$ cat config.mk
export PLATFORM = sky130hd
export DESIGN_NAME = offset_chord_line_fit
export DESIGN_NICKNAME = d
export VERILOG_FILES = /design/src/hdl/ocl_pkg.sv /design/src/hdl/ocl_ram.sv /design/src/hdl/ocl_div.sv /design/src/hdl/offset_chord_line_fit.sv
export SDC_FILE = /design/constraint.sdc
export NUM_CORES = 2
export LEC_CHECK = 0
export BUFFER_PORTS_ARGS = -buffer_cell sky130_fd_sc_hd__buf_2
export CAP_MARGIN = 20
export CORE_MARGIN = 10
export CORE_UTILIZATION = 54
export CTS_BUF_LIST = sky130_fd_sc_hd__clkbuf_2
export DETAILED_ROUTE_END_ITERATION = 12
export GPL_ROUTABILITY_DRIVEN = 0
export PLACE_DENSITY = 0.72
export SYNTH_ARGS = -nofsm -noshare
export SYNTH_HDL_FRONTEND = slang
export SYNTH_SLANG_ARGS = --single-unit
$ cat constraint.sdc
create_clock -name clk -period 15.6 [get_ports clk]
set_clock_uncertainty 0.05 [all_clocks]
set_input_delay 0.78 -clock clk [delete_from_list [all_inputs] [get_ports clk]]
set_output_delay 0.78 -clock clk [all_outputs]
set_load 0.005 [all_outputs]
$ cat src/hdl/ocl_pkg.sv
// Package with the item types, widths, status codes and sequencer states of the chord fit block.
package ocl_pkg;

  // Default capacity of the point store.
  localparam int OCL_MAX_POINTS = 32;

  // Width of the signed dividend dy*x; the product of a 17-bit and a 16-bit value.
  localparam int DIV_W = 33;
  // Width of the chord values, offsets and the unsaturated result.
  localparam int VAL_W = 40;

  localparam logic signed [VAL_W-1:0] SAT_MAX = VAL_W'(64'sd2147483647);
  localparam logic signed [VAL_W-1:0] SAT_MIN = -VAL_W'(64'sd2147483648);

  // Status codes of a result item.
  localparam logic [1:0] STATUS_OK        = 2'd0;
  localparam logic [1:0] STATUS_FEW       = 2'd1;
  localparam logic [1:0] STATUS_EQUAL_X   = 2'd2;
  localparam logic [1:0] STATUS_DROPPED   = 2'd3;

  // Action codes of an input item.
  localparam logic ACT_APPEND = 1'b0;
  localparam logic ACT_QUERY  = 1'b1;

  typedef struct packed {
    logic               action;
    logic signed [15:0] coord_x;
    logic signed [15:0] coord_y;
    logic               lower_mode;
  } item_t;

  typedef struct packed {
    logic signed [31:0] line_y;
    logic [1:0]         status;
  } result_t;

  // Sequencer states of a query.
  typedef enum logic [2:0] {
    S_IDLE,
    S_MUL,
    S_DIVGO,
    S_DIVW,
    S_RD,
    S_RDW,
    S_DONE
  } state_t;

  // What the current division is for.
  typedef enum logic [1:0] {
    PH_BASE,
    PH_POINT,
    PH_FINAL
  } phase_t;

endpackage

$ cat src/hdl/ocl_ram.sv
// Generic single-port-write, registered-read RAM.
module ocl_ram #(
  parameter int WIDTH = 32,
  parameter int DEPTH = 32
) (
  input  logic                     clk,
  input  logic                     we,
  input  logic [$clog2(DEPTH)-1:0] waddr,
  input  logic [WIDTH-1:0]         wdata,
  input  logic [$clog2(DEPTH)-1:0] raddr,
  output logic [WIDTH-1:0]         rdata
);

  logic [WIDTH-1:0] mem [DEPTH];

  // Write port and registered read port.
  always_ff @(posedge clk) begin
    if (we) begin
      mem[waddr] <= wdata;
    end
    rdata <= mem[raddr];
  end

endmodule

$ cat src/hdl/ocl_div.sv
// Iterative signed-by-positive divider, one quotient bit per cycle, truncating toward zero.
module ocl_div
  import ocl_pkg::*;
(
  input  logic                    clk,
  input  logic                    rst,
  input  logic                    start,
  input  logic signed [DIV_W-1:0] dividend,
  input  logic [15:0]             divisor,
  output logic                    done,
  output logic signed [DIV_W-1:0] quotient
);

  localparam int CNT_W = $clog2(DIV_W + 1);

  logic               busy;
  logic [CNT_W-1:0]   cnt;
  logic               neg;
  logic [DIV_W-1:0]   quo;
  logic [16:0]        rem;
  logic [15:0]        dvs;
  logic [16:0]        rem_sh;

  // Shift in the next dividend bit and try a subtraction.
  assign rem_sh = {rem[15:0], quo[DIV_W-1]};

  always_ff @(posedge clk) begin
    if (rst) begin
      busy <= 1'b0;
      done <= 1'b0;
      cnt  <= '0;
    end else begin
      done <= 1'b0;
      if (start) begin
        busy <= 1'b1;
        cnt  <= CNT_W'(DIV_W);
        neg  <= dividend[DIV_W-1];
        quo  <= dividend[DIV_W-1] ? -dividend : dividend;
        rem  <= '0;
        dvs  <= divisor;
      end else if (busy) begin
        if (rem_sh >= {1'b0, dvs}) begin
          rem <= rem_sh - {1'b0, dvs};
          quo <= {quo[DIV_W-2:0], 1'b1};
        end else begin
          rem <= rem_sh;
          quo <= {quo[DIV_W-2:0], 1'b0};
        end
        cnt <= cnt - 1'b1;
        if (cnt == CNT_W'(1)) begin
          busy <= 1'b0;
          done <= 1'b1;
        end
      end
    end
  end

  // Restore the sign of the magnitude quotient.
  assign quotient = neg ? -$signed(quo) : $signed(quo);

endmodule

$ cat src/hdl/offset_chord_line_fit.sv
// Top level of the offset chord line fit block: point store, sequencer and result register.
//
// Items arrive on item/item_valid/item_stall; an item is taken when item_valid is high
// and item_stall is low. An append item writes one point, unless the store is full, and
// gives no result. A query item makes the block walk the stored points: each point other
// than the chord ends costs one memory read plus one multiply and one division in the
// serial divider. While a query runs item_stall is high. The result leaves on
// result/result_valid/result_stall from an output register; it holds steady while
// result_stall is high, and appends are taken meanwhile. A finished query waits for the
// register to free before it writes it and clears the point store. Reset (rst,
// synchronous, active high) empties the store, drops any pending result and returns the
// sequencer to idle; the store memory itself is not cleared and needs no pass.
module offset_chord_line_fit
  import ocl_pkg::*;
#(
  parameter int MAX_POINTS = OCL_MAX_POINTS
) (
  input  logic    clk,
  input  logic    rst,
  input  logic    item_valid,
  output logic    item_stall,
  input  item_t   item,
  output logic    result_valid,
  input  logic    result_stall,
  output result_t result
);

  localparam int AW = (MAX_POINTS > 1) ? $clog2(MAX_POINTS) : 1;
  localparam int CW = $clog2(MAX_POINTS + 1);

  state_t state, state_next;
  phase_t phase;

  logic [CW-1:0]     count;
  logic [CW-1:0]     idx;
  logic [AW-1:0]     left_idx, right_idx;
  logic              overflowed;
  logic signed [15:0] ax, ay, bx, by;
  logic signed [15:0] qx;
  logic              lower;
  logic signed [15:0] x_sel, y_pt;
  logic signed [DIV_W-1:0] prod;
  logic signed [VAL_W-1:0] c0, offset, res;
  logic [1:0]        stat;

  logic              ram_we;
  logic [31:0]       ram_rdata;
  logic              div_start, div_done;
  logic signed [DIV_W-1:0] quo;

  logic              accept, full;
  logic              result_load;
  logic signed [16:0] dy;
  logic [15:0]       dx;
  logic signed [VAL_W-1:0] lv, gap, fin, sat;

  assign accept = item_valid && !item_stall;
  assign full   = (count == CW'(MAX_POINTS));
  assign ram_we = accept && item.action == ACT_APPEND && !full;
  assign dy     = 17'(by) - 17'(ay);
  assign dx     = 16'(bx - ax);
  assign result_load = (state == S_DONE) && (!result_valid || !result_stall);

  ocl_ram #(.WIDTH(32), .DEPTH(MAX_POINTS)) u_ram (
    .clk   (clk),
    .we    (ram_we),
    .waddr (count[AW-1:0]),
    .wdata ({item.coord_x, item.coord_y}),
    .raddr (idx[AW-1:0]),
    .rdata (ram_rdata)
  );

  ocl_div u_div (
    .clk      (clk),
    .rst      (rst),
    .start    (div_start),
    .dividend (prod),
    .divisor  (dx),
    .done     (div_done),
    .quotient (quo)
  );

  // Chord value, distance from the point, final offset value and saturation.
  assign lv   = VAL_W'(quo) + c0;
  assign gap  = lower ? (lv - VAL_W'(y_pt)) : (VAL_W'(y_pt) - lv);
  assign fin  = lower ? (lv - offset) : (lv + offset);
  assign sat  = (fin > SAT_MAX) ? SAT_MAX : ((fin < SAT_MIN) ? SAT_MIN : fin);

  // State register.
  always_ff @(posedge clk) begin
    if (rst) begin
      state <= S_IDLE;
    end else begin
      state <= state_next;
    end
  end

  // Next state and sequencer outputs.
  always_comb begin
    state_next = state;
    item_stall = 1'b1;
    div_start  = 1'b0;
    unique case (state)
      S_IDLE: begin
        item_stall = 1'b0;
        if (item_valid && item.action == ACT_QUERY) begin
          if (count < CW'(2) || bx == ax) begin
            state_next = S_DONE;
          end else begin
            state_next = S_MUL;
          end
        end
      end
      S_MUL:   state_next = S_DIVGO;
      S_DIVGO: begin
        div_start  = 1'b1;
        state_next = S_DIVW;
      end
      S_DIVW: begin
        if (div_done) begin
          state_next = (phase == PH_FINAL) ? S_DONE : S_RD;
        end
      end
      S_RD:    state_next = (idx == count) ? S_MUL : S_RDW;
      S_RDW: begin
        if (idx[AW-1:0] == left_idx || idx[AW-1:0] == right_idx) begin
          state_next = S_RD;
        end else begin
          state_next = S_MUL;
        end
      end
      S_DONE: begin
        if (!result_valid || !result_stall) begin
          state_next = S_IDLE;
        end
      end
      default: state_next = S_IDLE;
    endcase
  end

  // Point bookkeeping and query datapath.
  always_ff @(posedge clk) begin
    if (rst) begin
      count        <= '0;
      left_idx     <= '0;
      right_idx    <= '0;
      overflowed   <= 1'b0;
      result_valid <= 1'b0;
      idx          <= '0;
      phase        <= PH_BASE;
    end else begin
      if (result_load) begin
        result_valid <= 1'b1;
      end else if (result_valid && !result_stall) begin
        result_valid <= 1'b0;
      end
      unique case (state)
        S_IDLE: begin
          if (accept && item.action == ACT_APPEND) begin
            if (full) begin
              overflowed <= 1'b1;
            end else begin
              if (count == '0) begin
                left_idx  <= '0;
                right_idx <= '0;
                ax <= item.coord_x;
                ay <= item.coord_y;
                bx <= item.coord_x;
                by <= item.coord_y;
              end else begin
                if (item.coord_x < ax) begin
                  left_idx <= count[AW-1:0];
                  ax <= item.coord_x;
                  ay <= item.coord_y;
                end
                if (item.coord_x >= bx) begin
                  right_idx <= count[AW-1:0];
                  bx <= item.coord_x;
                  by <= item.coord_y;
                end
              end
              count <= count + 1'b1;
            end
          end else if (accept) begin
            qx     <= item.coord_x;
            lower  <= item.lower_mode;
            offset <= '0;
            res    <= '0;
            x_sel  <= ax;
            phase  <= PH_BASE;
            idx    <= '0;
            if (count < CW'(2)) begin
              stat <= STATUS_FEW;
            end else if (bx == ax) begin
              stat <= STATUS_EQUAL_X;
            end else begin
              stat <= overflowed ? STATUS_DROPPED : STATUS_OK;
            end
          end
        end
        S_MUL: begin
          prod <= DIV_W'(dy) * DIV_W'(x_sel);
        end
        S_DIVW: begin
          if (div_done) begin
            unique case (phase)
              PH_BASE:  c0 <= VAL_W'(ay) - VAL_W'(quo);
              PH_POINT: begin
                if (gap > offset) begin
                  offset <= gap;
                end
                idx <= idx + 1'b1;
              end
              PH_FINAL: res <= sat;
              default:  res <= sat;
            endcase
          end
        end
        S_RD: begin
          if (idx == count) begin
            x_sel <= qx;
            phase <= PH_FINAL;
          end
        end
        S_RDW: begin
          if (idx[AW-1:0] == left_idx || idx[AW-1:0] == right_idx) begin
            idx <= idx + 1'b1;
          end else begin
            x_sel <= $signed(ram_rdata[31:16]);
            y_pt  <= $signed(ram_rdata[15:0]);
            phase <= PH_POINT;
          end
        end
        S_DONE: begin
          if (result_load) begin
            result.line_y <= 32'(res);
            result.status <= stat;
            count         <= '0;
            left_idx      <= '0;
            right_idx     <= '0;
            overflowed    <= 1'b0;
          end
        end
        default: ;
      endcase
    end
  end

`ifndef SYNTHESIS
  a_count_bound: assert property (@(posedge clk) disable iff (rst)
    count <= CW'(MAX_POINTS))
    else $error("point count above capacity");

  a_chord_order: assert property (@(posedge clk) disable iff (rst)
    (count != '0 && state == S_IDLE) |-> ax <= bx)
    else $error("left point lies right of right point");

  a_query_busy: assert property (@(posedge clk) disable iff (rst)
    (accept && item.action == ACT_QUERY) |=> state != S_IDLE)
    else $error("query accepted without starting work");

  a_result_src: assert property (@(posedge clk) disable iff (rst)
    $rose(result_valid) |-> $past(state == S_DONE))
    else $error("result appeared outside the done state");

  a_ends_valid: assert property (@(posedge clk) disable iff (rst)
    count != '0 |-> (CW'(left_idx) < count && CW'(right_idx) < count))
    else $error("chord end index beyond stored points");
`endif

endmodule
After elaboration in Yosys (flattened, before gate mapping)
Memories as Yosys holds them, arrays and structs flattened. A register that Yosys moved wholly into a read port is not among the register bits.
Index checks and enable logic that the tools add are counted.

word-level totals
  register bits = 397
  bits in writable memories = 1024
  word-level logic and storage cells = 221
  memories kept = 1

operators by class
  add/subtract/negate cells = 14
  multiply operators = 1
  order comparisons = 7
  equality and inequality tests = 31
  mux-type cells = 85
  bitwise operators = 6
  reduce and logical (&&, ||, !) cells = 45

memories
  name       words  width  read ports  clocked after Yosys merged registers in  wr ports  line           text
  u_ram.mem  32     32     1           1                                        1         ocl_ram.sv:14  logic [WIDTH-1:0] mem [DEPTH];

operator list
  cell                    number
  $mux W40                7
  $mux W16                14
  $mux W33                4
  $mux W32                4
  $pmux W40 S2            1
  $neg A33 Y33            2
  $pmux W32 S2            1
  $mux W6                 10
  $pmux W16 S3            1
  $mux W5                 9
  $add A33 B40 Y40        1
  $add A40 B40 Y40        1
  $gt A40 B32 Y1 const B  1
  $gt A40 B40 Y1          1
  $lt A40 B32 Y1 const B  1
  $sub A16 B40 Y40        1
  $sub A40 B16 Y40        1
  $sub A40 B40 Y40        1
  $sub A16 B33 Y34        1
  $mul A17 B16 Y33        1
  $sub A16 B16 Y16        2
  $reduce_and A5 Y1       5
  $ne A2 B2 Y1 const B    11
  $pmux W3 S7             1
  other kinds (43)        107

Longest topological paths before layout
  word-level depth = 11
  gate-level depth with buffers = 43
  mapped depth without buffers = 42

By module
Synthesis repeated with hierarchy kept, for this count alone.

second synthesis, totals
  cell total of the unflattened synthesis = 6549
  area total of the unflattened synthesis = 80607.3 sq um

by module, submodules not included
  module                 times used  cells each  area each (sq um)  sequential area each (sq um)
  ocl_ram                1           2261        40490.1            31390.1
  offset_chord_line_fit  1           3744        34964.8            9228.9
  ocl_div                1           544         5152.4             2142.1

Worst setup path after synthesis
OpenSTA, ideal clock, no wires.

  kind = register -> register
  start point = register u_div.quo[14]
  end point = register offset[0] (enable)
  library setup time = 0.654 ns
  data arrival time = 13.813 ns
  required time = 14.896 ns
  path slack = 1.083 ns
  stages on the path, launching flop included = 38
  period minus slack after synthesis = 14.517 ns
  cell sequence = edfxtp_1 > or4_1 > or2_2 > o21ai_1 > nand2_1 > xor2_1 > ha_1 > clkbuf_1 > nand2_1 > o21ai_0 > o21ai_0 > and2_1 > or3_1 > and2_1 > inv_1 > ha_1 > clkbuf_1 > inv_1 > (+2 left out) > o21ai_0 > nand2_1 > a21oi_1 > or4b_2 > nand2b_1 > o21ai_0 > nor3_1 > a21oi_1 > xor2_1 > ha_1 > nand4_1 > nor4_1 > nand2_1 > o221ai_1 > a211oi_1 > xor2_1 > o311ai_0 > a2111oi_0

between the ends
  cells in the longest elaborated chain, start to end = 8
  elaborated cells on any way between the ends = 9

RTL lines
  element                                                      line                          text
  start: declaration                                           ocl_div.sv:19                 logic [DIV_W-1:0] quo;
  start signal: assignment                                     ocl_div.sv:38                 quo <= dividend[DIV_W-1] ? -dividend : dividend;
  start signal: assignment                                     ocl_div.sv:44                 quo <= {quo[DIV_W-2:0], 1'b1};
  start signal: assignment                                     ocl_div.sv:47                 quo <= {quo[DIV_W-2:0], 1'b0};
  $neg A33 Y33                                                 ocl_div.sv:59                 assign quotient = neg ? -$signed(quo) : $signed(quo);
  $mux W33 *                                                   ocl_div.sv:59
  $add A33 B40 Y40 *                                           offset_chord_line_fit.sv:84   assign lv = VAL_W'(quo) + c0;
  $sub A16 B40 Y40 / $sub A40 B16 Y40 (equally long branches)  offset_chord_line_fit.sv:85   assign gap = lower ? (lv - VAL_W'(y_pt)) : (VAL_W'(y_pt) - lv);
  $mux W40 *                                                   offset_chord_line_fit.sv:85
  net gap[39]                                                  offset_chord_line_fit.sv:55   logic signed [VAL_W-1:0] lv, gap, fin, sat;
  $gt A40 B40 Y1 *                                             offset_chord_line_fit.sv:209  if (gap > offset) begin
  $ne A2 B2 Y1 (no source line) *                              -
  $reduce_and A7 Y1 (no source line) *                         -
  end signal: assignment                                       offset_chord_line_fit.sv:210  offset <= gap;
  end: declaration                                             offset_chord_line_fit.sv:43   logic signed [VAL_W-1:0] c0, offset, res;

Mark *: on every way through the listed nets, which the timed path passes. The rest lies on a longest branch.
A chain may end at the register's enable or synchronous reset.

Worst setup path after layout
  start point = register u_div.quo[4]
  end point = register offset[37] (enable)

Same word-level chain as after synthesis.

==> summary.md <==
| Metric | Value |
|---|---|
| CTS tree | `built` |
| TritonCTS buffer count | `372` |
| Initial antenna violation count | `17` |
| Starting Density | `54.4%` |
| Rows | `141` |
| Syn-to-layout area delta | `8.23%` |
| Total GRT Usage | `24.2%` |
| Post-route ant nets | `0` |
| Max-slew violations | `0` |
| Tmin final | `10.57 ns` |
| Via count | `51.7k` |
| IO Port Bufs | `73` |
| Hold Path Depth | `2` |
| CTS clock-pin slew for the worst setup and hold paths | `0.09 ns` |
| Share of cells above drive strength 1 | `18.1%` |
| Endpoint type of the worst setup path | `flop` |
| Syn Area/Cell | `13.4 um2` |
| Crit path kind | `reg2reg` |
| Avg WL per Cell | `23.3 um` |
| Nets | `7,061` |
| Fmax | `94.6 MHz` |
| Startpoint types | `flop` |
| Number of synthesized flops with an enable pin | `1,378` |
| Most frequent cells in the layout | `edfxtp_1 (1,378), inv_1 (574), clkbuf_2 (527)` |
| Arrival time at the worst endpoint | `11.64 ns` |
| TritonCTS Sinks | `1,447` |
| Commonest register cell after synthesis | `edfxtp_1` |
| R2R setup slack | `5.03 ns` |
| First-pass GRT wire length | `307,000 um` |
| Slew HR | `25.3%` |
| Synthesis-stage register bit count | `1,447` |
| Hold Vio Cnt, Final | `0` |
| Mapped Nets | `6,715` |
| Run status | `completed` |
| Clock root cell | `clkbuf_2` |
| CP required | `16.68 ns` |
| Max-cap violations | `0` |
| Reg2reg path depth | `39` |
| Worst hold start | `item[1]` |
| Final setup viols | `0` |
| Bufs on Longest Clock Path | `4` |
| Clock Latency Late Sink | `1.63 ns` |
| Worst path max stage delay | `0.72 ns` |
| IO Count | `74` |
| Fill count | `11.7k` |
| Fin crit share | `67.7%` |
| Starting DRT DRC Count | `5,252` |
| Async SR Flop Fraction | `0%` |
| RR Endpoint | `offset[37]` |
| Yosys warnings | `0` |
| Via density | `6.04` |
| Syn Inst Count | `6,018` |
| Hold path endpoint | `u_ram.mem[12][0]` |
| H-tree depth | `5` |
| Crit-path slowest cell | `a2111oi_2` |
| Seq/Total Area, Yosys | `53.2%` |
| Hold Path Class | `in2reg` |
| Die H | `406 um` |
| Area of the mapped netlist | `0.0804 mm2` |
| Total global routing overflow | `0` |
| Netlist cell types | `104` |
| Most common cell after layout, fill and taps aside | `edfxtp_1` |
| RSZ-0062 raised after global routing | `false` |
| FF-to-FF Start | `u_div.quo[4]` |
| Drt pass-1 iters | `6` |
| HPWL reported at the end of detailed placement | `128,000 um` |
| # DRC | `0` |
| Crit-path max FO | `35` |
| Setup TNS | `0 ns` |
| Routed WL | `200,000 um` |
| Core area | `0.148 mm2` |
| Die width | `406 um` |
| Area of the die | `0.165 mm2` |
| Largest net degree at the start of global routing | `110` |
| Worst-Margin Slew | `1.12 ns` |
| Number of global-route vias before repair | `52.5k` |
-- cell families after synthesis --
group           synth area share [%]
compound gates                  8.15
xor+xnor                        3.57
fa+ha+maj                       13.0
buf+inv                         3.91
flops                           53.2
mux                             9.88
simple gates                    8.29
-- repair_timing --
action | 4_1_cts | 5_1_grt
resized for setup | 0 | 0
endpoints found under the setup margin | 0 | 0
hold endpoints to repair | 1243 | 0
setup buffers | 0 | 0
hold buffers | 42 | 0
-- registers in the layout, summed over array words and instances, names as in the netlist, 32 cells and up --
| name | flops |
|---|---|
| res | 32 |
| offset | 40 |
| u_div.quo | 33 |
| u_ram.mem | 1024 |
| c0 | 34 |
| u_ram.rdata | 32 |
| prod | 33 |
| result | 34 |
-- through the flow --
stage	cell area [um2]	instances	util, %	hold slack (ns)	setup WS (ns)
detailed placement	83300	7876	56.4	0.340	5.27
CTS	87000	8554	58.8	0.00133	5.16
finish	87000	8563	58.9	0.204	5.03
global route	87000	8559	58.9	0.0820	3.99
global placement	83300	7875	56.4	0.338	5.56
floorplan	80400	6018	-	0.336	1.08
-- cell usage after synthesis, types with 11 or more instances --
cell	n	area, um2
and2_1	161	1010
or4_1	13	97.6
o41ai_1	16	140
a21o_1	106	796
mux4_2	320	7210
xnor2_1	197	1730
nand4_1	49	307
nor4_1	32	200
or3_1	28	175
o21ai_1	33	165
a21boi_0	30	225
fa_1	284	5690
dfxtp_1	69	1380
ha_1	375	4690
o211ai_1	35	263
a21oi_1	258	1290
mux2_2	35	394
clkbuf_1	190	713
nor3_1	68	340
o21bai_1	25	188
xor2_1	121	1060
a211oi_1	26	195
buf_1	47	176
or2_2	16	100
inv_1	574	2150
nor2_1	267	1000
o31ai_1	34	255
mux2i_1	34	340
and3_1	29	181
o21ai_0	240	1200
nand2_1	427	1600
a31oi_1	45	282
o21a_1	23	173
edfxtp_1	1378	41400
nor2b_1	67	419
nand3_1	69	345
nand2b_1	71	444
a311oi_1	11	96.3
-- worst max path at each step --
stage | start | endpoint | depth (start not counted)
floorplan | u_div.quo[14] | offset[0] | 37
detailed placement | u_div.quo[4] | offset[37] | 39
finish | u_div.quo[4] | offset[37] | 39
global placement | u_div.quo[4] | offset[39] | 38
global route | u_div.quo[4] | offset[15] | 38
CTS | u_div.quo[4] | offset[37] | 39
-- cell type report --
type,count,area (um2),share of cell area [%]
well taps,1930,2410,2.78
clock inverters,109,552,0.634
multi-input cells,3744,34800,40.0
repair buffers,221,1640,1.89
clock buffers,527,2640,3.03
inverters,578,2170,2.49
diodes,7,17.5,0.0201
flip-flops and latches,1447,42800,49.2
-- layer usage --
metal / vias to the layer above / global-route usage, % / share of wire, %
li1: 23100 / - / -
met1: 25600 / 31.9 / 39
met2: 2470 / 39.6 / 48
met3: 499 / 4.77 / 8.7
met4: 4 / 9.66 / 3.7
met5: - / 0 / 0.011
-- critical path: cells and delay by family (launching register included) --
| family | cells | cell delay (ns) |
|---|---|---|
| AND/OR/NAND/NOR | 15 | 3.70 |
| adder cells (fa/ha/maj) | 3 | 1.11 |
| XOR/XNOR | 3 | 0.44 |
| flip-flops | 1 | 0.46 |
| buffers and inverters | 4 | 1.06 |
| AO/OA/AOI/OAI | 14 | 3.25 |
Power is left out: the tool's default activity adds up to more than one toggle a clock period on the data nets, which glitch-free logic cannot reach.
